--- src/rtl/assert_macros.svh ---
// Assertion macros used by the top-level RTL file
`ifndef ASSERT_MACROS_SVH
`define ASSERT_MACROS_SVH

// Same-cycle implication, sampled on clk, off while in reset
`define ASSERT_NOW(label, ante, cons) \
    label: assert property (@(posedge clk) disable iff (!rst_n) (ante) |-> (cons)) \
        else $error("assertion failed");

// Next-cycle implication, sampled on clk, off while in reset
`define ASSERT_NEXT(label, ante, cons) \
    label: assert property (@(posedge clk) disable iff (!rst_n) (ante) |=> (cons)) \
        else $error("assertion failed");

`endif

--- src/rtl/fcwd_pkg.sv ---
// Package: types, codes and defaults for the front coding word decoder
`timescale 1ns / 1ps

package fcwd_pkg;

    localparam int BYTE_W       = 8;
    localparam int WORD_CAP_DEF = 63;

    typedef enum logic [1:0] {
        KIND_CHAR     = 2'd0,
        KIND_END      = 2'd1,
        KIND_BAD_TRIM = 2'd2,
        KIND_OVERFLOW = 2'd3
    } kind_t;

    typedef enum logic [2:0] {
        ST_IDLE,
        ST_READ,
        ST_CHAR,
        ST_END,
        ST_ERR,
        ST_HALT
    } state_t;

    // controller -> datapath
    typedef struct packed {
        logic  trim;
        logic  append;
        logic  rd_start;
        logic  rd_en;
        logic  rd_next;
        logic  set_expect;
        kind_t out_kind;
        logic  out_last;
    } fcwd_cmd_t;

    // datapath -> controller
    typedef struct packed {
        logic expect_trim;
        logic trim_bad;
        logic full;
        logic byte_zero;
        logic len_zero;
        logic rd_last;
    } fcwd_status_t;

endpackage

--- src/rtl/fcwd_ifs.sv ---
// Stream interfaces: input byte channel and result channel
`timescale 1ns / 1ps

interface fcwd_in_if;
    import fcwd_pkg::*;

    logic              valid;
    logic              ready;
    logic [BYTE_W-1:0] in_byte;

    modport source (output valid, output in_byte, input ready);
    modport sink   (input valid, input in_byte, output ready);
endinterface

interface fcwd_out_if;
    import fcwd_pkg::*;

    logic              valid;
    logic              ready;
    logic [BYTE_W-1:0] out_char;
    logic [1:0]        kind;
    logic              last;

    modport source (output valid, output out_char, output kind, output last, input ready);
    modport sink   (input valid, input out_char, input kind, input last, output ready);
endinterface

--- src/rtl/front_coding_word_decoder_unit.sv ---
// Top level of the front coding word decoder
// Trim and suffix bytes: taken with no result beat.
// Bad trim or overflow: error beat valid the cycle after the byte, then halt until reset.
// Terminator: each character is read from the registered store, then given as a character
// beat (stall on out_ready); then the end-of-word beat, which an empty word gives alone.
// Reset (async, low): length zero, trim expected, not halted; store contents kept.
`timescale 1ns / 1ps

`include "assert_macros.svh"

module front_coding_word_decoder_unit #(
    parameter int WORD_CAP = fcwd_pkg::WORD_CAP_DEF
) (
    input logic         clk,
    input logic         rst_n,
    fcwd_in_if.sink     in_stream,
    fcwd_out_if.source  out_stream
);
    import fcwd_pkg::*;

    fcwd_cmd_t         cmd;
    fcwd_status_t      status;
    logic              in_ready;
    logic              out_valid;
    logic [BYTE_W-1:0] out_char;
    kind_t             out_kind;
    logic              out_last;

    fcwd_ctrl u_ctrl (
        .clk       (clk),
        .rst_n     (rst_n),
        .in_valid  (in_stream.valid),
        .in_ready  (in_ready),
        .out_valid (out_valid),
        .out_ready (out_stream.ready),
        .status    (status),
        .cmd       (cmd)
    );

    fcwd_datapath #(
        .WORD_CAP (WORD_CAP)
    ) u_datapath (
        .clk      (clk),
        .rst_n    (rst_n),
        .in_byte  (in_stream.in_byte),
        .cmd      (cmd),
        .status   (status),
        .out_char (out_char),
        .kind     (out_kind),
        .last     (out_last)
    );

    assign in_stream.ready   = in_ready;
    assign out_stream.valid  = out_valid;
    assign out_stream.out_char = out_char;
    assign out_stream.kind   = out_kind;
    assign out_stream.last   = out_last;

    // a character beat is never the final beat of a byte
    `ASSERT_NOW(a_char_not_last, out_valid && (out_kind == KIND_CHAR), !out_last)
    // input and output sides are never open at once
    `ASSERT_NOW(a_in_out_exclusive, in_ready, !out_valid)
    // store never written at capacity
    `ASSERT_NOW(a_no_write_when_full, cmd.append, !status.full)
    // each store read is followed by a character beat
    `ASSERT_NEXT(a_read_then_char, cmd.rd_en, out_valid && (out_kind == KIND_CHAR))

endmodule

--- src/rtl/fcwd_ctrl.sv ---
// Controller: sequences trim, append, word read-out and error beats
`timescale 1ns / 1ps

module fcwd_ctrl (
    input  logic                  clk,
    input  logic                  rst_n,
    input  logic                  in_valid,
    output logic                  in_ready,
    output logic                  out_valid,
    input  logic                  out_ready,
    input  fcwd_pkg::fcwd_status_t status,
    output fcwd_pkg::fcwd_cmd_t    cmd
);
    import fcwd_pkg::*;

    state_t state_reg, state_next;
    kind_t  err_kind_reg, err_kind_next;

    always_ff @(posedge clk or negedge rst_n)
    begin
        if (!rst_n)
        begin
            state_reg    <= ST_IDLE;
            err_kind_reg <= KIND_BAD_TRIM;
        end
        else
        begin
            state_reg    <= state_next;
            err_kind_reg <= err_kind_next;
        end
    end

    always_comb
    begin
        state_next    = state_reg;
        err_kind_next = err_kind_reg;
        cmd           = '0;
        cmd.out_kind  = KIND_CHAR;
        in_ready      = 1'b0;
        out_valid     = 1'b0;

        unique case (state_reg)
            ST_IDLE:
            begin
                in_ready = 1'b1;
                if (in_valid)
                begin
                    if (status.expect_trim)
                    begin
                        if (status.trim_bad)
                        begin
                            err_kind_next = KIND_BAD_TRIM;
                            state_next    = ST_ERR;
                        end
                        else
                        begin
                            cmd.trim = 1'b1;
                        end
                    end
                    else if (!status.byte_zero)
                    begin
                        if (status.full)
                        begin
                            err_kind_next = KIND_OVERFLOW;
                            state_next    = ST_ERR;
                        end
                        else
                        begin
                            cmd.append = 1'b1;
                        end
                    end
                    else
                    begin
                        cmd.rd_start = 1'b1;
                        state_next   = status.len_zero ? ST_END : ST_READ;
                    end
                end
            end

            ST_READ:
            begin
                cmd.rd_en  = 1'b1;
                state_next = ST_CHAR;
            end

            ST_CHAR:
            begin
                out_valid    = 1'b1;
                cmd.out_kind = KIND_CHAR;
                if (out_ready)
                begin
                    if (status.rd_last)
                    begin
                        state_next = ST_END;
                    end
                    else
                    begin
                        cmd.rd_next = 1'b1;
                        state_next  = ST_READ;
                    end
                end
            end

            ST_END:
            begin
                out_valid    = 1'b1;
                cmd.out_kind = KIND_END;
                cmd.out_last = 1'b1;
                if (out_ready)
                begin
                    cmd.set_expect = 1'b1;
                    state_next     = ST_IDLE;
                end
            end

            ST_ERR:
            begin
                out_valid    = 1'b1;
                cmd.out_kind = err_kind_reg;
                cmd.out_last = 1'b1;
                if (out_ready)
                begin
                    state_next = ST_HALT;
                end
            end

            ST_HALT:
            begin
                // bytes are taken and dropped until reset
                in_ready = 1'b1;
            end

            default:
            begin
                state_next = ST_IDLE;
            end
        endcase
    end

endmodule

--- src/rtl/fcwd_datapath.sv ---
// Datapath: word store, length, read pointer and result payload
`timescale 1ns / 1ps

module fcwd_datapath #(
    parameter int WORD_CAP = fcwd_pkg::WORD_CAP_DEF
) (
    input  logic                        clk,
    input  logic                        rst_n,
    input  logic [fcwd_pkg::BYTE_W-1:0] in_byte,
    input  fcwd_pkg::fcwd_cmd_t         cmd,
    output fcwd_pkg::fcwd_status_t      status,
    output logic [fcwd_pkg::BYTE_W-1:0] out_char,
    output fcwd_pkg::kind_t             kind,
    output logic                        last
);
    import fcwd_pkg::*;

    localparam int IDX_W = (WORD_CAP > 1) ? $clog2(WORD_CAP) : 1;
    localparam int LEN_W = $clog2(WORD_CAP + 1);

    logic [BYTE_W-1:0] word_store [WORD_CAP];
    logic [BYTE_W-1:0] rd_data_reg;
    logic [LEN_W-1:0]  len_reg, len_next;
    logic [IDX_W-1:0]  rd_idx_reg, rd_idx_next;
    logic              expect_reg, expect_next;

    always_comb
    begin
        len_next    = len_reg;
        rd_idx_next = rd_idx_reg;
        expect_next = expect_reg;
        if (cmd.trim)
        begin
            len_next    = len_reg - LEN_W'(in_byte);
            expect_next = 1'b0;
        end
        if (cmd.append)
        begin
            len_next = len_reg + LEN_W'(1);
        end
        if (cmd.set_expect)
        begin
            expect_next = 1'b1;
        end
        if (cmd.rd_start)
        begin
            rd_idx_next = '0;
        end
        if (cmd.rd_next)
        begin
            rd_idx_next = rd_idx_reg + IDX_W'(1);
        end
    end

    always_ff @(posedge clk or negedge rst_n)
    begin
        if (!rst_n)
        begin
            len_reg    <= '0;
            rd_idx_reg <= '0;
            expect_reg <= 1'b1;
        end
        else
        begin
            len_reg    <= len_next;
            rd_idx_reg <= rd_idx_next;
            expect_reg <= expect_next;
        end
    end

    // store: one write port, one registered read port
    always_ff @(posedge clk)
    begin
        if (cmd.append)
        begin
            word_store[len_reg[IDX_W-1:0]] <= in_byte;
        end
        if (cmd.rd_en)
        begin
            rd_data_reg <= word_store[rd_idx_reg];
        end
    end

    always_comb
    begin
        status.expect_trim = expect_reg;
        status.trim_bad    = in_byte > BYTE_W'(len_reg);
        status.full        = len_reg == LEN_W'(WORD_CAP);
        status.byte_zero   = in_byte == '0;
        status.len_zero    = len_reg == '0;
        status.rd_last     = (LEN_W'(rd_idx_reg) + LEN_W'(1)) == len_reg;
    end

    assign out_char = (cmd.out_kind == KIND_CHAR) ? rd_data_reg : '0;
    assign kind     = cmd.out_kind;
    assign last     = cmd.out_last;

endmodule
--- src/flat_wrapper.sv ---
// flat-port wrapper written by rule: the top's interface ports become plain ports
module front_coding_word_decoder_unit_flat import fcwd_pkg::*;
#(
    parameter int WORD_CAP = fcwd_pkg::WORD_CAP_DEF
)
  (clk, rst_n, in_stream_valid, in_stream_in_byte, in_stream_ready, out_stream_valid, out_stream_out_char, out_stream_kind, out_stream_last, out_stream_ready);
  fcwd_in_if in_stream_i ();
  fcwd_out_if out_stream_i ();
  input logic clk;
  input logic rst_n;
  input wire logic [$bits(in_stream_i.valid)-1:0] in_stream_valid;
  input wire logic [$bits(in_stream_i.in_byte)-1:0] in_stream_in_byte;
  output wire logic [$bits(in_stream_i.ready)-1:0] in_stream_ready;
  output wire logic [$bits(out_stream_i.valid)-1:0] out_stream_valid;
  output wire logic [$bits(out_stream_i.out_char)-1:0] out_stream_out_char;
  output wire logic [$bits(out_stream_i.kind)-1:0] out_stream_kind;
  output wire logic [$bits(out_stream_i.last)-1:0] out_stream_last;
  input wire logic [$bits(out_stream_i.ready)-1:0] out_stream_ready;
  assign in_stream_i.valid = in_stream_valid;
  assign in_stream_i.in_byte = in_stream_in_byte;
  assign in_stream_ready = in_stream_i.ready;
  assign out_stream_valid = out_stream_i.valid;
  assign out_stream_out_char = out_stream_i.out_char;
  assign out_stream_kind = out_stream_i.kind;
  assign out_stream_last = out_stream_i.last;
  assign out_stream_i.ready = out_stream_ready;
  front_coding_word_decoder_unit #(.WORD_CAP(WORD_CAP)) u_core (.clk(clk), .rst_n(rst_n), .in_stream(in_stream_i), .out_stream(out_stream_i));
endmodule
--- config.mk ---
export PLATFORM = sky130hd
export DESIGN_NAME = front_coding_word_decoder_unit_flat
export DESIGN_NICKNAME = d
export VERILOG_FILES = /design/src/rtl/fcwd_pkg.sv /design/src/rtl/fcwd_ifs.sv /design/src/rtl/front_coding_word_decoder_unit.sv /design/src/rtl/fcwd_ctrl.sv /design/src/rtl/fcwd_datapath.sv /design/src/flat_wrapper.sv
export VERILOG_INCLUDE_DIRS = /design/src /design/src/rtl
export SDC_FILE = /design/constraint.sdc
export NUM_CORES = 1
export LEC_CHECK = 0
export ABC_CLOCK_PERIOD_IN_PS = 4010
export CORE_UTILIZATION = 45
export DETAILED_ROUTE_END_ITERATION = 8
export DONT_BUFFER_PORTS = 1
export GPL_TIMING_DRIVEN = 0
export SYNTH_ARGS = -nofsm -noshare
export SYNTH_HDL_FRONTEND = slang
export SYNTH_SLANG_ARGS = --single-unit
--- constraint.sdc ---
create_clock -name clk -period 4.01 [get_ports clk]
set_clock_uncertainty 0.05 [all_clocks]
set_input_delay 0.802 -clock clk [delete_from_list [all_inputs] [get_ports clk]]
set_output_delay 0.802 -clock clk [all_outputs]
set_load 0.01 [all_outputs]
==> flow_metrics.tcl, run 1 <==
set metrics [dict create \
    hp-class "in2reg" \
    largest_reg_flops 504 \
    fin_util_pct 51.3 \
    final_common_cell "edfxtp_1" \
    synth_edf_count 512 \
    cts_setup_buffers 0 \
    mappedNetlistArea_mm2 0.0214 \
    cp_max_fo 10 \
    port_buffers 0 \
    clockBufferDepth 3 \
    fin_ws_ps 52.0 \
    power_leakage_uw 0.00741 \
    ff2ff_path_depth 7 \
    area_growth_syn_to_layout_pct 12.1 \
    grtUsageTotal_pct 23.0 \
    arrival_ps 4140 \
    n_antenna_cell 0 \
    grt_max_degree 68 \
    synth_nets 1171 \
    finalMaxSlewViolations 0 \
    drtAntennaViolNets 0 \
    numClockSinks 529 \
    avgViaCountPerCell 6.00 \
    cp-start-kind "flip-flop" \
    initial_core_util_pct 45.8 \
    synthDistinctLibCells 59 \
    design_area_mm2 0.0239 \
    clk_pin_slew_worst_paths_ps 60 \
    maxSlewHeadroom_pct 19.9 \
    finalCriticalPeriod_ps 3960 \
    dr_total_vias 11100 \
    dpl_worst_slack_ps -336 \
    drt_wl_total_um 53800 \
    power_density_mw_per_mm2 643 \
    synth_flop_cell "edfxtp_1" \
    period_share_pct 98.7 \
    ioPinCount 25 \
    num-nets-final 1229 \
    antenna_found_initial 1 \
    status "finished, violations left" \
    clk_latency_ps 600 \
    hold_viol 0 \
    drt_iter0_markers 1021 \
    firstDrtPassIters 7 \
    avgSynthCellArea_um2 18.6 \
    reg2reg_slack_ps 50 \
    grt_pass1_wl_um 77100 \
    htreeDepth 2 \
    path_class "reg2reg" \
    crit_path_end_kind "flip-flop" \
    crit_required_ps 4190 \
    overflow 0 \
    numCtsBuffers 55 \
    post-route-drc-count 2 \
    peakVddDrop_mv 0.419 \
    post-dp-hpwl_um 34100 \
    ys_seq_area_share_pct 74.0 \
    cap_viol_max_count 0 \
    setup_viol 0 \
    fin_setup_tns_ps 0 \
    grt_pass1_vias 11300 \
    violations "DRC" \
    cts_root_buf "clkbuf_16" \
    rsz0062_at_grt "true" \
    ys_seq_elements 529 \
    core_area_mm2 0.0467 \
    die_x_um 220 \
    place_area_mm2 0.0221 \
    final_cell_mix "edfxtp_1, mux4_2, nor2_1" \
    synthCells 1145 \
    avgRoutedWirePerCell_um 29.1 \
    reg2reg_from "u_core.u_datapath.len_reg[4]$_DFFE_PN0P_" \
    async_flop_share_pct 3.21 \
    drive_gt1_share_pct 19.6 \
    holdWs_ps 246 \
    cp-startpoint "u_core.u_datapath.len_reg[4]$_DFFE_PN0P_" \
    die_y_um 220 \
    worst_pin_slew_ps 1200 \
    gp_congestion 0.894 \
    endpoint "u_core.u_datapath.word_store[30][6]$_DFFE_PP_" \
    cts_tree "built" \
    max_freq_ghz 0.253 \
    r2r_end "u_core.u_datapath.word_store[30][6]$_DFFE_PP_" \
    row_count 79 \
    ys_warn_count 0 \
    die_area_mm2 0.0483 \
]
[cell type report]
cell class                 instances  area, um2
fill                            3794      22700
sequential                       529      15800
multi-input combinational        543       5320
clock buffer                      70       1480
tap                              607        759
buffer                            60        277
clock inverter                    29        234
inverter                          13       48.8
timing repair buffer               1       10.0
[cells in the mapped netlist (4+ instances only)]
| cell | count | area share, % |
|---|---|---|
| edfxtp_1 | 512 | 72 |
| mux4_2 | 106 | 11 |
| nor2_1 | 86 | 1.5 |
| mux2i_1 | 44 | 2.1 |
| nand2_1 | 39 | 0.69 |
| a22oi_1 | 30 | 1.1 |
| o21ai_0 | 29 | 0.68 |
| clkbuf_1 | 25 | 0.44 |
| a21oi_1 | 24 | 0.56 |
| nand3_1 | 23 | 0.54 |
| buf_2 | 19 | 0.45 |
| dfrtp_1 | 16 | 1.9 |
| and2_1 | 13 | 0.38 |
| ha_1 | 13 | 0.76 |
| inv_1 | 12 | 0.21 |
| xnor2_1 | 11 | 0.45 |
| buf_1 | 9 | 0.16 |
| nor2b_1 | 9 | 0.26 |
| nor3_1 | 9 | 0.21 |
| xor2_1 | 8 | 0.33 |
| a211oi_1 | 7 | 0.25 |
| a221oi_1 | 7 | 0.29 |
| o22ai_1 | 7 | 0.21 |
| a22o_1 | 6 | 0.25 |
| a2111oi_0 | 5 | 0.21 |
| a31oi_1 | 5 | 0.15 |
| buf_4 | 5 | 0.18 |
| mux2_2 | 5 | 0.26 |
| nand2b_1 | 5 | 0.15 |
| nand4_1 | 5 | 0.15 |
| nor3b_1 | 5 | 0.18 |
| o221ai_1 | 5 | 0.21 |
| a21o_1 | 4 | 0.14 |
| nor4_1 | 4 | 0.12 |
| or3_1 | 4 | 0.12 |
[repair_timing]
action / CTS / global route
endpoints found under the hold margin: 17 / 0
setup endpoints to repair: 16 / 200
hold buffers: 1 / 0
resized for setup: 2 / 29
gates cloned: 0 / 0
[stage by stage]
step	total power, uW	cells
2_1_floorplan	9160	1145
3_3_place_gp	10500	1752
3_5_place_dp	10600	1752
4_1_cts	15500	1852
5_1_grt	15900	1852
6_report	15400	1852
[routing by layer]
metal	global-route usage [%]	vias to the layer above	wire length [um]
met5	0	-	13
met4	9.40	2	1960
met3	4.83	108	3560
met2	37.5	426	26400
met1	30.1	5804	22000
li1	-	4779	-
[worst max-delay path, cell delays in order (launching register included)]
cell and delay [ps]:
dfrtp_1 380, clkbuf_1 230, nand3_1 420, o21ai_0 230, nor3b_1 500, buf_2 330
nand3_1 590, nor2_1 850
[worst min-delay path by stage]
stage / start / endpoint / slack [ps] / depth (start not counted)
CTS: in_stream_in_byte[0] / u_core.u_datapath.word_store[27][0]$_DFFE_PP_ / 230 / 0
floorplan: u_core.u_ctrl.err_kind_reg[0]$_DFFE_PN0P_ / u_core.u_ctrl.err_kind_reg[0]$_DFFE_PN0P_ / 450 / 2
detailed placement: rst_n / u_core.u_datapath.len_reg[1]$_DFFE_PN0P_ / 460 / 0
finish: in_stream_in_byte[3] / u_core.u_datapath.word_store[25][3]$_DFFE_PP_ / 250 / 0
global placement: rst_n / u_core.u_datapath.len_reg[1]$_DFFE_PN0P_ / 460 / 0
global route: in_stream_in_byte[0] / u_core.u_datapath.word_store[27][0]$_DFFE_PP_ / 220 / 0
[kinds of logic after synthesis]
logic type / count (synthesis) / synth area share (%)
and+or+nand+nor: 212 / 4.79
buffers and inverters: 73 / 1.52
xor gates and xnor gates: 19 / 0.779
DFF: 529 / 74.0
AOI/OAI and AO/OA: 143 / 4.55
muxes: 155 / 13.5
adders and majority gates: 14 / 0.856
[where the power goes]
part	switching, uW	internal [uW]
logic	2580	1630
registers	69.0	6210
clock network	2070	2830
Note: power is estimated with default switching activity, not from simulation.
==> run 2: changes to the inputs <==
Settings changed: ABC_CLOCK_PERIOD_IN_PS 4010 to 3300.
Clock period 4.01 ns to 3.3 ns, I/O delays scaled along.
==> flow_metrics.tcl, run 2 (synthesis results as in run 1) <==
set metrics [dict create \
    num-nets-final 1231 \
    finalPower_uw 18900 \
    drt_iter0_markers 1175 \
    cts_root_buf "clkbuf_16" \
    status "finished, violations left" \
    finalMaxSlewViolations 0 \
    cp_num_buf_inv 3 \
    setup_viol 0 \
    final_cells 1855 \
    die_y_um 220 \
    power_frac_comb_pct 27.8 \
    n_antenna_cell 0 \
    cpMostUsedCell "o21ai_0" \
    peakVddDrop_mv 0.444 \
    clk_latency_ps 600 \
    port_buffers 0 \
    dr_total_vias 11200 \
    avgRoutedWirePerCell_um 29.1 \
    grtUsageTotal_pct 23.1 \
    crit_path_end_kind "flip-flop" \
    die_x_um 220 \
    cp-start-kind "flip-flop" \
    avgViaCountPerCell 6.02 \
    critPathTopFamily "buffers and inverters" \
    firstDrtPassIters 7 \
    maxSlewHeadroom_pct 38.7 \
    cpMaxStageDelayCell "clkdlybuf4s15_2" \
    path_class "reg2reg" \
    cap_viol_max_count 0 \
    fin_setup_tns_ps 0 \
    clk_pin_slew_worst_paths_ps 60 \
    final_cell_mix "edfxtp_1, mux4_2, clkbuf_16" \
    gp_congestion 0.919 \
    area_growth_syn_to_layout_pct 13.6 \
    largest_reg_flops 504 \
    power_density_mw_per_mm2 781 \
    drtAntennaViolNets 0 \
    switchingPower_uw 5830 \
    drt_wl_total_um 53900 \
    ioPinCount 25 \
    grt_pass1_vias 11300 \
    numCtsBuffers 54 \
    row_count 79 \
    fillerInstances 3731 \
    post-place-cells 1753 \
    clkPwrFrac_pct 31.8 \
    finalCriticalPeriod_ps 3260 \
    crit_chain "buf_4, buf_2, clkdlybuf4s15_2, mux4_2, a22oi_1, nand2_1, o21ai_0, o21ai_0" \
    antenna_found_initial 0 \
    arrival_ps 3500 \
    crit_required_ps 3540 \
    power_leakage_uw 0.00750 \
    overflow 0 \
    core_area_mm2 0.0467 \
    htreeDepth 2 \
    max_freq_ghz 0.306 \
    clockBufferDepth 3 \
    drive_gt1_share_pct 24.1 \
    swShare_pct 30.8 \
    internal-power_uw 13100 \
    grt_max_degree 68 \
    cp_max_fo 10 \
    grt_pass1_wl_um 77900 \
    period_share_pct 98.9 \
    hold_viol 0 \
    numClockSinks 529 \
    post-dp-hpwl_um 34200 \
    violations "DRC" \
    final_common_cell "edfxtp_1" \
    hp-class "in2reg" \
    die_area_mm2 0.0483 \
    pwr-share-seq_pct 40.4 \
    post-route-drc-count 2 \
    initial_core_util_pct 45.8 \
    cpPeakStageDelay_ps 620 \
    worst_pin_slew_ps 916 \
    cts_tree "built" \
]
run 2: cell types whose count changed in the layout (fill, tap and decap cells not counted), sizes merged:
| cell | previous run | this run |
|---|---|---|
| clkinv | 23 | 24 |
| bufinv | 4 | 5 |
| clkbuf | 96 | 97 |
| buf | 34 | 32 |
| inv | 12 | 13 |
| clkdlybuf4s15 | 0 | 3 |
| clkinvlp | 3 | 1 |
run 2: power groups by stage:
stage / Clock (uW) / Sequential, uW / Combinational (uW)
final: 6030 / 7650 / 5270
after global routing: 6360 / 7660 / 5560
after CTS: 6100 / 7640 / 5210
after detailed placement: 0 / 7770 / 5110
after global placement: 0 / 7760 / 5070
after floorplan: 0 / 7740 / 3410
run 2: path summary, 6_finish.rpt:
path	from	end	slack [ps]	depth (start not counted)
max in group asynchronous	rst_n	u_core.u_datapath.rd_idx_reg[0]$_DFFE_PN0P_	2040	1
worst max-delay path	u_core.u_datapath.rd_idx_reg[1]$_DFFE_PN0P_	u_core.u_datapath.rd_data_reg[1]$_DFFE_PP_	40	8
min in group asynchronous	rst_n	u_core.u_datapath.len_reg[3]$_DFFE_PN0P_	590	1
worst max register to register	u_core.u_datapath.rd_idx_reg[1]$_DFFE_PN0P_	u_core.u_datapath.rd_data_reg[1]$_DFFE_PP_	40	8
worst min-delay path	in_stream_in_byte[2]	u_core.u_datapath.word_store[24][2]$_DFFE_PP_	100	0
worst min register to register	u_core.u_ctrl.err_kind_reg[0]$_DFFE_PN0P_	u_core.u_ctrl.err_kind_reg[0]$_DFFE_PN0P_	510	2
run 2: cell type report:
| class | count | area [um2] | area share (%) |
|---|---|---|---|
| Sequential cell | 529 | 15800 | 65.2 |
| Multi-Input combinational cell | 543 | 5530 | 22.8 |
| Clock buffer | 69 | 1470 | 6.07 |
| Tap cell | 607 | 759 | 3.13 |
| Buffer | 58 | 309 | 1.27 |
| Clock inverter | 30 | 260 | 1.07 |
| Inverter | 13 | 68.8 | 0.284 |
| Timing Repair Buffer | 6 | 51.3 | 0.212 |
run 2: per-layer routing:
metal	up-vias	global-route usage (%)	part of all wire [%]
met1	5870	30.1	40
li1	4788	-	-
met2	412	38.3	50
met5	-	0	0
met4	0	8.53	3.3
met3	93	5.02	7.3
run 2: timing repair:
item                                    in CTS  in global routing
hold endpoints to repair                    17                  0
buffers inserted                             2                  2
gates resized for setup                     66                 38
hold buffers                                 1                  0
endpoints found under the setup margin     520                241
pin swaps                                    0                  2
run 2: per-stage QoR:
stage | setup slack [ps] | utilization (%) | instance area (um2) | hold WS [ps]
after floorplan | -93.4 | - | 21400 | 314
after global placement | -587 | 47.5 | 22200 | 315
final | 36.8 | 52.0 | 24200 | 98.1
after detailed placement | -635 | 47.6 | 22200 | 315
after global routing | -29.2 | 52.0 | 24200 | 72.7
after CTS | -125 | 51.8 | 24200 | 72.4
